[config.mk]
export PLATFORM = sky130hd
export DESIGN_NAME = url_path_dot_segment_normalizer
export DESIGN_NICKNAME = d
export VERILOG_FILES = /design/src/updsn_pkg.sv /design/src/url_path_dot_segment_normalizer.sv /design/src/updsn_datapath.sv /design/src/updsn_ctrl.sv
export SDC_FILE = /design/constraint.sdc
export NUM_CORES = 1
export LEC_CHECK = 0
export BUFFER_PORTS_ARGS = -buffer_cell sky130_fd_sc_hd__buf_2
export CAP_MARGIN = 15
export CORE_MARGIN = 2
export CORE_UTILIZATION = 40
export CTS_CLUSTER_SIZE = 28
export DETAILED_ROUTE_END_ITERATION = 12
export PLACE_DENSITY = 0.65
export RECOVER_POWER = 25
export SLEW_MARGIN = 20
export SYNTH_ARGS = -nofsm -noshare
export SYNTH_HDL_FRONTEND = slang
export SYNTH_HIERARCHICAL = 1
export SYNTH_SLANG_ARGS = --single-unit
export TNS_END_PERCENT = 5
[constraint.sdc]
create_clock -name aclk -period 10 [get_ports aclk]
set_input_delay 1 -clock aclk [delete_from_list [all_inputs] [get_ports aclk]]
set_output_delay 1 -clock aclk [all_outputs]
set_load 0.02 [all_outputs]
[src/updsn_pkg.sv]
// shared types and constants of the url path dot segment normalizer
`default_nettype none
package updsn_pkg;

    localparam logic [7:0] SLASH_CHAR = 8'h2f;
    localparam logic [7:0] DOT_CHAR   = 8'h2e;

    typedef enum logic [2:0] {
        ST_IDLE,
        ST_SEP2,
        ST_ENDSEG,
        ST_POP,
        ST_SLASH,
        ST_EMIT
    } state_t;

    typedef struct packed {
        logic take;
        logic write_held;
        logic end_seg;
        logic pop_load;
        logic show_slash;
        logic emit_adv;
        logic clear;
    } cmd_t;

    typedef struct packed {
        logic needs_sep;
        logic will_pop;
        logic wp_zero;
        logic at_end;
    } status_t;

endpackage
`default_nettype wire

[src/url_path_dot_segment_normalizer.sv]
// top level of the url path dot segment normalizer
//
// input channel (s_valid / s_ready): one path byte per word in s_in_char, s_in_last
// on the final word, s_end_only for a word that only ends the path (byte ignored).
// output channel (m_valid / m_ready): after the final input word the block sends
// "/" and then the kept segments joined by "/", one byte per word, with m_out_last
// on the final byte and m_overflow set on every word if bytes were dropped.
// throughput: one input word per cycle while idle; the first byte of a segment that
// needs a separator adds ST_SEP2 (one char store write port), a ".." that pops
// the segment stack adds ST_POP (registered stack read), and a final word that
// carries a byte adds ST_ENDSEG to close the segment.
// output: the "/" word is sent from ST_SLASH, after ST_SEP2, ST_ENDSEG, ST_POP
// as needed; the stored bytes then follow one per cycle from the registered char
// store read, which keeps the next byte ready while the receiver stalls.
// no input is taken while a path is being sent; a stalled receiver simply holds
// the current word. reset (aresetn low, synchronous) empties the path state;
// the stores need no clearing since only written entries are read.
`default_nettype none
module url_path_dot_segment_normalizer #(
    parameter int MAX_PATH_BYTES = 63,
    parameter int MAX_SEGMENTS   = 32
) (
    input  wire logic       aclk,
    input  wire logic       aresetn,
    input  wire logic       s_valid,
    output logic            s_ready,
    input  wire logic [7:0] s_in_char,
    input  wire logic       s_in_last,
    input  wire logic       s_end_only,
    output logic            m_valid,
    input  wire logic       m_ready,
    output logic [7:0]      m_out_char,
    output logic            m_out_last,
    output logic            m_overflow
);

    updsn_pkg::cmd_t    cmd;
    updsn_pkg::status_t status;

    updsn_ctrl u_ctrl (
        .aclk     (aclk),
        .aresetn  (aresetn),
        .s_valid  (s_valid),
        .s_ready  (s_ready),
        .in_char  (s_in_char),
        .in_last  (s_in_last),
        .end_only (s_end_only),
        .m_valid  (m_valid),
        .m_ready  (m_ready),
        .cmd      (cmd),
        .status   (status)
    );

    updsn_datapath #(
        .MAX_PATH_BYTES (MAX_PATH_BYTES),
        .MAX_SEGMENTS   (MAX_SEGMENTS)
    ) u_datapath (
        .aclk     (aclk),
        .aresetn  (aresetn),
        .cmd      (cmd),
        .status   (status),
        .in_char  (s_in_char),
        .out_char (m_out_char),
        .out_last (m_out_last),
        .overflow (m_overflow)
    );

endmodule
`default_nettype wire

[src/updsn_datapath.sv]
// character store, segment stack and path bookkeeping of the normalizer
`default_nettype none
module updsn_datapath #(
    parameter int MAX_PATH_BYTES = 63,
    parameter int MAX_SEGMENTS   = 32
) (
    input  wire logic               aclk,
    input  wire logic               aresetn,
    input  wire updsn_pkg::cmd_t    cmd,
    output updsn_pkg::status_t      status,
    input  wire logic [7:0]         in_char,
    output logic [7:0]              out_char,
    output logic                    out_last,
    output logic                    overflow
);

    localparam int PW  = $clog2(MAX_PATH_BYTES + 1);
    localparam int AW  = $clog2(MAX_PATH_BYTES);
    localparam int SCW = $clog2(MAX_SEGMENTS + 1);
    localparam int SIW = $clog2(MAX_SEGMENTS);
    localparam logic [PW:0]    PATH_LIMIT = (PW+1)'(MAX_PATH_BYTES);
    localparam logic [SCW-1:0] SEG_LIMIT  = SCW'(MAX_SEGMENTS);

    logic [7:0]    char_mem [MAX_PATH_BYTES];
    logic [AW-1:0] seg_mem  [MAX_SEGMENTS];

    logic [7:0]     char_rd_reg;
    logic [AW-1:0]  seg_rd_reg;
    logic [7:0]     held_reg, held_next;
    logic [PW-1:0]  wp_reg, wp_next;
    logic [PW-1:0]  cs_reg, cs_next;
    logic [SCW-1:0] count_reg, count_next;
    logic           ovf_reg, ovf_next;
    logic [1:0]     tok_len_reg, tok_len_next;
    logic           tok_dots_reg, tok_dots_next;
    logic [AW-1:0]  idx_reg, idx_next;

    logic           tok_empty, is_dot, is_dotdot, has_seg;
    logic           first_fits, later_fits, wp_zero, at_end;
    logic           char_wr_en, seg_wr_en, seg_rd_en;
    logic [7:0]     char_wr_data;
    logic [AW-1:0]  char_rd_addr;
    logic [SIW-1:0] seg_rd_addr;

    assign tok_empty  = (tok_len_reg == 2'd0);
    assign is_dot     = tok_dots_reg && (tok_len_reg == 2'd1);
    assign is_dotdot  = tok_dots_reg && (tok_len_reg == 2'd2);
    assign has_seg    = (count_reg != '0);
    assign first_fits = (({1'b0, wp_reg} + (has_seg ? (PW+1)'(2) : (PW+1)'(1))) <= PATH_LIMIT);
    assign later_fits = (wp_reg < PW'(MAX_PATH_BYTES));
    assign wp_zero    = (wp_reg == '0);
    assign at_end     = ((PW'(idx_reg) + PW'(1)) == wp_reg);

    assign status.needs_sep = tok_empty && has_seg && first_fits;
    assign status.will_pop  = is_dotdot && has_seg;
    assign status.wp_zero   = wp_zero;
    assign status.at_end    = at_end;

    assign char_rd_addr = (cmd.emit_adv && !at_end) ? idx_reg + AW'(1) : idx_reg;
    assign seg_rd_addr  = SIW'(count_reg - SCW'(1));
    assign seg_rd_en    = cmd.end_seg && is_dotdot && has_seg;

    assign out_char = cmd.show_slash ? updsn_pkg::SLASH_CHAR : char_rd_reg;
    assign out_last = cmd.show_slash ? wp_zero : at_end;
    assign overflow = ovf_reg;

    always_comb begin
        wp_next       = wp_reg;
        cs_next       = cs_reg;
        count_next    = count_reg;
        ovf_next      = ovf_reg;
        tok_len_next  = tok_len_reg;
        tok_dots_next = tok_dots_reg;
        held_next     = held_reg;
        idx_next      = idx_reg;
        char_wr_en    = 1'b0;
        char_wr_data  = in_char;
        seg_wr_en     = 1'b0;

        if (cmd.clear) begin
            wp_next       = '0;
            cs_next       = '0;
            count_next    = '0;
            ovf_next      = 1'b0;
            tok_len_next  = 2'd0;
            tok_dots_next = 1'b1;
            idx_next      = '0;
        end else if (cmd.take) begin
            held_next = in_char;
            if (tok_empty) begin
                if (first_fits) begin
                    char_wr_en   = 1'b1;
                    char_wr_data = has_seg ? updsn_pkg::SLASH_CHAR : in_char;
                    wp_next      = wp_reg + PW'(1);
                end else begin
                    ovf_next = 1'b1;
                end
            end else if (later_fits) begin
                char_wr_en = 1'b1;
                wp_next    = wp_reg + PW'(1);
            end else begin
                ovf_next = 1'b1;
            end
            tok_dots_next = tok_dots_reg && (in_char == updsn_pkg::DOT_CHAR);
            tok_len_next  = (tok_len_reg == 2'd3) ? 2'd3 : tok_len_reg + 2'd1;
        end else if (cmd.write_held) begin
            char_wr_en   = 1'b1;
            char_wr_data = held_reg;
            wp_next      = wp_reg + PW'(1);
        end else if (cmd.end_seg) begin
            tok_len_next  = 2'd0;
            tok_dots_next = 1'b1;
            if (tok_empty || is_dot) begin
                wp_next = cs_reg;
            end else if (is_dotdot) begin
                wp_next = cs_reg;
                if (has_seg) begin
                    count_next = count_reg - SCW'(1);
                end
            end else if (wp_reg == cs_reg) begin
                wp_next = wp_reg;
            end else if (count_reg < SEG_LIMIT) begin
                seg_wr_en  = 1'b1;
                count_next = count_reg + SCW'(1);
                cs_next    = wp_reg;
            end else begin
                wp_next  = cs_reg;
                ovf_next = 1'b1;
            end
        end else if (cmd.pop_load) begin
            cs_next = PW'(seg_rd_reg);
            wp_next = PW'(seg_rd_reg);
        end

        if (!cmd.clear && cmd.emit_adv) begin
            idx_next = idx_reg + AW'(1);
        end
    end

    always_ff @(posedge aclk) begin
        if (!aresetn) begin
            wp_reg       <= '0;
            cs_reg       <= '0;
            count_reg    <= '0;
            ovf_reg      <= 1'b0;
            tok_len_reg  <= 2'd0;
            tok_dots_reg <= 1'b1;
            idx_reg      <= '0;
        end else begin
            wp_reg       <= wp_next;
            cs_reg       <= cs_next;
            count_reg    <= count_next;
            ovf_reg      <= ovf_next;
            tok_len_reg  <= tok_len_next;
            tok_dots_reg <= tok_dots_next;
            idx_reg      <= idx_next;
        end
    end

    always_ff @(posedge aclk) begin
        held_reg <= held_next;
        if (char_wr_en) begin
            char_mem[wp_reg[AW-1:0]] <= char_wr_data;
        end
        char_rd_reg <= char_mem[char_rd_addr];
        if (seg_wr_en) begin
            seg_mem[count_reg[SIW-1:0]] <= cs_reg[AW-1:0];
        end
        if (seg_rd_en) begin
            seg_rd_reg <= seg_mem[seg_rd_addr];
        end
    end

endmodule
`default_nettype wire

[src/updsn_ctrl.sv]
// controller state machine of the url path dot segment normalizer
`default_nettype none
module updsn_ctrl (
    input  wire logic               aclk,
    input  wire logic               aresetn,
    input  wire logic               s_valid,
    output logic                    s_ready,
    input  wire logic [7:0]         in_char,
    input  wire logic               in_last,
    input  wire logic               end_only,
    output logic                    m_valid,
    input  wire logic               m_ready,
    output updsn_pkg::cmd_t         cmd,
    input  wire updsn_pkg::status_t status
);

    updsn_pkg::state_t state_reg, state_next;
    logic              last_reg, last_next;

    always_ff @(posedge aclk) begin
        if (!aresetn) begin
            state_reg <= updsn_pkg::ST_IDLE;
            last_reg  <= 1'b0;
        end else begin
            state_reg <= state_next;
            last_reg  <= last_next;
        end
    end

    always_comb begin
        state_next = state_reg;
        last_next  = last_reg;
        cmd        = '0;
        s_ready    = 1'b0;
        m_valid    = 1'b0;

        unique case (state_reg)
            updsn_pkg::ST_IDLE: begin
                s_ready = 1'b1;
                if (s_valid) begin
                    last_next = in_last;
                    if (end_only) begin
                        if (in_last) begin
                            cmd.end_seg = 1'b1;
                            state_next  = status.will_pop ? updsn_pkg::ST_POP
                                                          : updsn_pkg::ST_SLASH;
                        end
                    end else if (in_char == updsn_pkg::SLASH_CHAR) begin
                        cmd.end_seg = 1'b1;
                        if (status.will_pop) begin
                            state_next = updsn_pkg::ST_POP;
                        end else if (in_last) begin
                            state_next = updsn_pkg::ST_SLASH;
                        end
                    end else begin
                        cmd.take = 1'b1;
                        if (status.needs_sep) begin
                            state_next = updsn_pkg::ST_SEP2;
                        end else if (in_last) begin
                            state_next = updsn_pkg::ST_ENDSEG;
                        end
                    end
                end
            end
            updsn_pkg::ST_SEP2: begin
                cmd.write_held = 1'b1;
                state_next = last_reg ? updsn_pkg::ST_ENDSEG : updsn_pkg::ST_IDLE;
            end
            updsn_pkg::ST_ENDSEG: begin
                cmd.end_seg = 1'b1;
                state_next  = status.will_pop ? updsn_pkg::ST_POP : updsn_pkg::ST_SLASH;
            end
            updsn_pkg::ST_POP: begin
                cmd.pop_load = 1'b1;
                state_next   = last_reg ? updsn_pkg::ST_SLASH : updsn_pkg::ST_IDLE;
            end
            updsn_pkg::ST_SLASH: begin
                m_valid        = 1'b1;
                cmd.show_slash = 1'b1;
                if (m_ready) begin
                    if (status.wp_zero) begin
                        cmd.clear  = 1'b1;
                        state_next = updsn_pkg::ST_IDLE;
                    end else begin
                        state_next = updsn_pkg::ST_EMIT;
                    end
                end
            end
            updsn_pkg::ST_EMIT: begin
                m_valid = 1'b1;
                if (m_ready) begin
                    cmd.emit_adv = 1'b1;
                    if (status.at_end) begin
                        cmd.clear  = 1'b1;
                        state_next = updsn_pkg::ST_IDLE;
                    end
                end
            end
            default: begin
                state_next = updsn_pkg::ST_IDLE;
            end
        endcase
    end

endmodule
`default_nettype wire

======== Word level (Yosys, flattened, before mapping) ========
Memories as Yosys holds them, arrays and structs flattened. A register that Yosys moved wholly into a read port is not among the register bits.
Cells that the tools add are included.
cells by class
  add/subtract/negate cells ............... 6
  $lt $le $gt $ge ......................... 3
  equality and inequality tests ........... 34
  multiplexer cells ....................... 101
  bitwise operators ....................... 5
  reduce and logical (&&, ||, !) cells .... 32
operators by type and width
  kind                                                    number
  2-to-1 mux 6 bit                                        21
  2-to-1 mux 8 bit                                        7
  2-to-1 mux 1 bit                                        49
  2-to-1 mux 3 bit                                        14
  inequality test 2 bit (second input constant)           11
  adder 6 x 1 -> 6 bit (second input constant)            3
  one-hot mux 3 bit (6 select lines)                      1
  equality test 8 x 6 -> 1 bit (second input constant)    2
  2-to-1 mux 2 bit                                        7
  AND reduction 7 bit                                     2
  equality test 6 bit                                     2
  < comparator 6 bit (second input constant)              2
  logical AND 1 bit                                       10
  inequality test 3 bit (second input constant)           3
  inequality test 4 x 3 -> 1 bit (second input constant)  2
  AND reduction 8 bit                                     1
  nonzero test 2 bit                                      4
  adder 6 x 7 -> 7 bit                                    1
  <= comparator 7 x 6 -> 1 bit (second input constant)    1
  equality test 3 x 2 -> 1 bit (second input constant)    2
  equality test 3 bit (second input constant)             2
  logical NOT 6 bit                                       1
  inequality test 2 x 1 -> 1 bit (second input constant)  3
  inequality test 6 bit (second input constant)           1
  19 further kinds                                        29
storage, ports and cells
  flip-flop bits (word level) ............. 40
  memory bits (writable) .................. 696
  input port bits ......................... 14
  output and inout port bits .............. 12
  logic and storage cells ................. 193
  memories kept ........................... 2
memories
  memory               depth  width  rd ports  clocked after memory_dff  wr ports  RTL line              RTL
  u_datapath.char_mem  63     8      1         1                         1         updsn_datapath.sv:24  logic [7:0] char_mem [MAX_PATH_BYTES];
  u_datapath.seg_mem   32     6      1         1                         1         updsn_datapath.sv:25  logic [AW-1:0] seg_mem [MAX_SEGMENTS];

======== Longest topological paths before layout ========
  word-level depth ........................ 11
  gate-level depth with buffers ........... 17
  depth with buffers taken out ............ 14

======== Modules after synthesis ========
Netlist, hierarchy kept.
by module, submodules not included
  module          times used  cells an instance  area an instance (µm²)  seq. area each (µm²)
  updsn_datapath  1           2347               33903.8                 22041.1
  updsn_ctrl      1           59                 435.4                   80.1

======== Worst setup path after synthesis ========
No wires, ideal clock.
  kind .................................... reg-to-reg
  start ................................... register u_datapath.count_reg[0]
  end ..................................... memory u_datapath.char_mem[0][6] (data pin)
  library setup time ...................... 549 ps
  arrival time ............................ 4093 ps
  data required time ...................... 9451 ps
  path slack .............................. 5357 ps
  stages on the path, launching flop included .. 13
  buffers on the path ..................... 3
  period minus slack after synthesis ...... 4643 ps
  cell sequence ........................... dfxtp_1 clkbuf_1 buf_1 inv_1 ha_1 nand2_1 or3_1 clkbuf_1 fa_1 nand3_1 nand3_1 a21oi_1 o22ai_1
between the ends
  longest elaborated chain between the ends .. 8
  elaborated cells on any way between the ends .. 9
  those cells by class .................... add/sub: 1; order compare: 1; mux: 6; reduce/logical: 1
ends and longest elaborated chain
  item                            RTL line               RTL
  start: declaration              updsn_datapath.sv:32   logic [SCW-1:0] count_reg, count_next;
  start signal: assignment        updsn_datapath.sv:152  count_reg <= count_next;
  nonzero test 6 bit (*)          updsn_datapath.sv:48   assign has_seg = (count_reg != '0);
  2-to-1 mux 2 bit                updsn_datapath.sv:49   assign first_fits = (({1'b0, wp_reg} + (has_seg ? (PW+1)'(2) : (PW+1)'(1))) <= PATH_LIMIT);
  adder 6 x 7 -> 7 bit            updsn_datapath.sv:49
  <= comparator 7 x 6 -> 1 bit    updsn_datapath.sv:49
  2-to-1 mux 8 bit (*)            updsn_datapath.sv:91   if (first_fits) begin
  2-to-1 mux 8 bit (*)            updsn_datapath.sv:90   if (tok_empty) begin
  2-to-1 mux 8 bit (*)            updsn_datapath.sv:88   end else if (cmd.take) begin
  2-to-1 mux 8 bit (*)            updsn_datapath.sv:80   if (cmd.clear) begin
  net u_datapath.char_wr_data[6]  updsn_datapath.sv:41   logic [7:0] char_wr_data;
  end: declaration                updsn_datapath.sv:24
The timed path passes the listed nets; every way through them passes the cells marked *.

======== Final worst setup path ========
  start ................................... register u_datapath.idx_reg[1]
  end ..................................... register u_datapath.char_rd_reg[1], read port of u_datapath.char_mem
between the ends
  longest elaborated chain between the ends .. 5
ends and longest elaborated chain
  item                      RTL line                                    RTL
  start: declaration        updsn_datapath.sv:36                        logic [AW-1:0] idx_reg, idx_next;
  start signal: assignment  updsn_datapath.sv:156                       idx_reg <= idx_next;
  adder 6 x 1 -> 6 bit      updsn_datapath.sv:52, updsn_datapath.sv:59
  equality test 6 bit       updsn_datapath.sv:52                        assign at_end = ((PW'(idx_reg) + PW'(1)) == wp_reg);
  logical NOT 1 bit         updsn_datapath.sv:59                        assign char_rd_addr = (cmd.emit_adv && !at_end) ? idx_reg + AW'(1) : idx_reg;
  logical AND 1 bit         updsn_datapath.sv:59
  2-to-1 mux 6 bit (*)      updsn_datapath.sv:59
  end: declaration          updsn_datapath.sv:27                        logic [7:0] char_rd_reg;
Every way passes the cells marked *; elsewhere a longest branch is shown, timed or not.
A chain may end at the register's enable or synchronous reset.

==> results by stage <==
Clocking:
- The number of setup buffers added after CTS is 0.
- The clock net in this run drives a total of 750 sinks.
- After clock tree synthesis, the clock-pin slew on the worst setup and hold paths is 0.06 ns.
- Clock tree synthesis selected as its root buffer the cell sky130_fd_sc_hd__clkbuf_16.
- The H-tree was split into 3 levels.
- The number of resized instances in the post-cts repair step is 0.
- In this run, CTS created clock tree buffers numbering 80.
- TritonCTS built the clock tree.
- No sink is reached through more buffers than the 3 on the longest clock path.
- The clock insertion delay at the later pin of the skew report is about 0.64 ns.
- The count of hold buffers inserted by post-cts repair is 0.

Timing:
- The hold slack is roughly 0.52 ns.
- The final number of setup-violating endpoints is 0.
- Setup repair after global routing left no endpoint under its margin.
- The post-route minimum period is 6.922 ns.
- The actual slew at the worst max-slew pin is approximately 2.6 ns.
- For this run, the top clock speed supported by timing is 144.5 MHz.
- The total negative slack for setup checks is 0 ns.
- The worst relative slew slack is -0.7422.
- The max-slew violation total from the final report was 287.
- The final count of hold timing violations was 0.
- In the finished design, the share of the clock period the worst path needs comes to 0.6922.
- The final worst clock skew is 0.04017 ns.

Worst hold path:
- For hold timing, the worst endpoint is u_ctrl/last_reg.
- The number of cells traversed by the worst hold path is 2.
- In this run the most critical hold path is launched from u_ctrl/last_reg.
- The worst hold path belongs to the class reg -> reg.

Power and ir drop:
- Across the VDD grid, the largest voltage drop is 198.7 uV.
- Summed over all cells, the static leakage comes to 0.01148 uW.
- Total power for the finished layout comes to 7418 uW.
- The power density over the cells is 194.1 mW/mm^2.

Global routing:
- The initial antenna violation count came to 5.
- Entering global routing, the biggest net connects 71 pins.
- The total global-route track usage is 0.2073.
- The remaining global-route overflow is 0.
- The number of global-route vias before repair came to 21790.
- The first-pass GRT wire length is 139.8 mm.

Critical path:
- The critical path is of the reg -> reg type.
- Counting cells, the worst reg-to-reg path comes to 11.
- The endpoint identified for the worst register-to-register timing path is u_datapath/char_rd_reg[1].
- Data on the critical path is required at its endpoint by ~10 ns.
- Data on the critical path arrives at its endpoint at ~7.4 ns.
- The nature of the critical path endpoint is a register.
- Of all nets on the critical path, the largest fanout is 48.
- In this run the register-to-register setup slack is 3.08 ns.
- In this run the critical register-to-register path is launched from u_datapath/idx_reg[1].
- The worst setup path is launched from a register.

Drt:
- After detailed routing, the number of vias per cell comes to 6.205.
- The via count of the routed design is 22260.
- Summed over all layers, the routed wires come to 93.66 mm.
- Once detail routing completed, the nets flagged for antenna violations numbered 0.
- For this block, the initial DRC count from the detailed router was 2514.
- In the final routed layout, each cell accounts on average for between 20 and 30 um.
- The number of DRC violations after detailed routing is 0.
- The first TritonRoute pass finished after 6 iterations.

Final layout:
- In the final layout, the share of cells above drive strength 1 is 0.1367.
- The layout overhead on the synthesized area is 11.27%.
- In the final layout, the multi-input gates occupy 0.01148 sq mm.
- The register with the most flip-flops in the layout has 504 of them.
- After the last flow step, the layout net total stands at 2401.
- The count of placed standard cells in the final layout, fillers left out is around 3600.
- The number of antenna diodes in the final layout is 0.
- The count of fill cells added during filler insertion is 7483.
- Registers take 0.02213 sq mm.

Logic synthesis:
- The cell count after synthesis came out at 2406.
- The proportion of synthesized chip area in sequential cells is 0.6442.
- The unique cell type count in the Yosys netlist is 86.
- The most used flip-flop cell after synthesis is sky130_fd_sc_hd__edfxtp_1.
- The mapped netlist covers 0.03434 sq mm.
- A synthesized cell averages 14.27 sq um.
- The number of enable flip-flop cells after synthesis is 710.
- Yosys printed 6 warnings.
- The number of nets handed over by synthesis was 2428.
- Counting flops and latches in the post-synthesis netlist gives 750.
- Counting flops with an async set or reset pin after synthesis yields a share of 0.

Status:
- The checks that failed: max-capacitance violations, max-slew violations.
- The run finished, with violations left.

Die:
- The die covers 0.08821 sq mm.
- The floorplan core area is approximately 0.085 sq mm.
- The die is 297 um tall.
- The I/O pin total is 26.
- For this configuration, the core starts out at a cell density of 0.4033.
- The die outline width is about 300 um.
- The floorplan has ~110 rows.

Place:
- In this run, placement finished with an instance count of 3439.
- Input and output buffers added on the ports amount to 25.
- The final weighted congestion in routability-driven placement is a little under 0.9.
- The detailed placement HPWL is 57.72 mm.

Run:
- Max-cap violations in this run came to 8.
metal layers:
layer | GRT usage | up-vias | routed length, um
met1 | 0.2725 | 11320 | 37460
met5 | 0 | - | 22
met2 | 0.3394 | 1116 | 44880
li1 | - | 9605 | -
met4 | 0.09548 | 4 | 4273
met3 | 0.03250 | 215 | 7016
report_power, final:
part / internal, uW / switching, uW
logic: 176 / 571
clock network: 1720 / 1250
registers: 3630 / 65.5
worst max path at each step:
stage	startpoint	end	slack, ns
after floorplan	u_datapath/count_reg[0]	u_datapath/char_mem[0][6]	5.36
after global placement	u_datapath/count_reg[0]	u_datapath/char_mem[30][1]	4.52
after detailed placement	u_datapath/idx_reg[1]	u_datapath/char_rd_reg[1]	4.40
after CTS	u_datapath/count_reg[0]	u_datapath/char_mem[38][3]	4.38
after global routing	u_datapath/idx_reg[1]	u_datapath/char_rd_reg[1]	2.71
final	u_datapath/idx_reg[1]	u_datapath/char_rd_reg[1]	3.08
through the flow:
step / setup slack (ns) / instance area, sq um / util
floorplan: 5.357 / 34340 / -
global placement: 4.520 / 35600 / 0.4181
detailed placement: 4.401 / 35600 / 0.4181
CTS: 4.382 / 38250 / 0.4492
global route: 2.705 / 38210 / 0.4487
finish: 3.078 / 38210 / 0.4487
kinds of logic (layout without fill, tap and decap cells):
kind of cell | after synthesis | count (layout) | synth area share
fa+ha+maj | 8 | 8 | 0.003133
flops | 750 | 750 | 0.6442
xor+xnor | 35 | 35 | 0.009364
buf+inv | 201 | 239 | 0.02496
compound gates | 519 | 519 | 0.1143
mux | 322 | 322 | 0.1300
simple gates | 571 | 571 | 0.07397
cells in the final DEF, fill, tap and decap left out, drive strengths merged, types with 29 or more instances in the layout:
cell type / count
edfxtp: 710
dfxtp: 40
mux4: 97
nor3: 34
nand2: 185
o21ai: 72
clkbuf: 126
mux2i: 202
clkinv: 30
buf: 46
a31oi: 38
nand3: 45
o22ai: 37
a221oi: 134
a211oi: 29
a21oi: 41
nor2: 225
cells in the mapped netlist (23+ instances only):
cell                       count  area (sq um)
sky130_fd_sc_hd__o21ai_0      64         320.3
sky130_fd_sc_hd__edfxtp_1    710         21320
sky130_fd_sc_hd__o22ai_1      37         231.5
sky130_fd_sc_hd__mux2_2       23         259.0
sky130_fd_sc_hd__nand2_1     184         690.7
sky130_fd_sc_hd__buf_2        40         200.2
sky130_fd_sc_hd__a21oi_1      40         200.2
sky130_fd_sc_hd__mux4_2       97          2185
sky130_fd_sc_hd__o221ai_1     28         245.2
sky130_fd_sc_hd__nand3_1      45         225.2
sky130_fd_sc_hd__clkbuf_1    106         397.9
sky130_fd_sc_hd__mux2i_1     202          2022
sky130_fd_sc_hd__dfxtp_1      40         800.8
sky130_fd_sc_hd__nor2_1      223         837.1
sky130_fd_sc_hd__a31oi_1      38         237.7
sky130_fd_sc_hd__a211oi_1     29         217.7
sky130_fd_sc_hd__a221oi_1    134          1174
sky130_fd_sc_hd__nor3_1       34         170.2
sky130_fd_sc_hd__buf_1        24         90.09
critical path, cell delays in order (launching register included):
cell                        delay, ns
sky130_fd_sc_hd__dfxtp_4         0.86
sky130_fd_sc_hd__ha_1            2.00
sky130_fd_sc_hd__xor2_1          0.15
sky130_fd_sc_hd__nor2_1          0.30
sky130_fd_sc_hd__o211a_1         0.40
sky130_fd_sc_hd__a21o_1          0.65
sky130_fd_sc_hd__nand2_1         0.33
sky130_fd_sc_hd__nor2_2          0.90
sky130_fd_sc_hd__a31oi_1         0.18
sky130_fd_sc_hd__a21boi_1        0.18
sky130_fd_sc_hd__a2111oi_0       0.65
sky130_fd_sc_hd__o32ai_1         0.17
cell type report:
class | instances | area share
Tap cell | 1144 | 0.03746
Timing Repair Buffer | 72 | 0.01172
Multi-Input combinational cell | 1455 | 0.3004
Clock inverter | 47 | 0.01438
Sequential cell | 750 | 0.5792
Clock buffer | 100 | 0.05488
Inverter | 20 | 0.001998
Power figures use the tool's default switching activity.
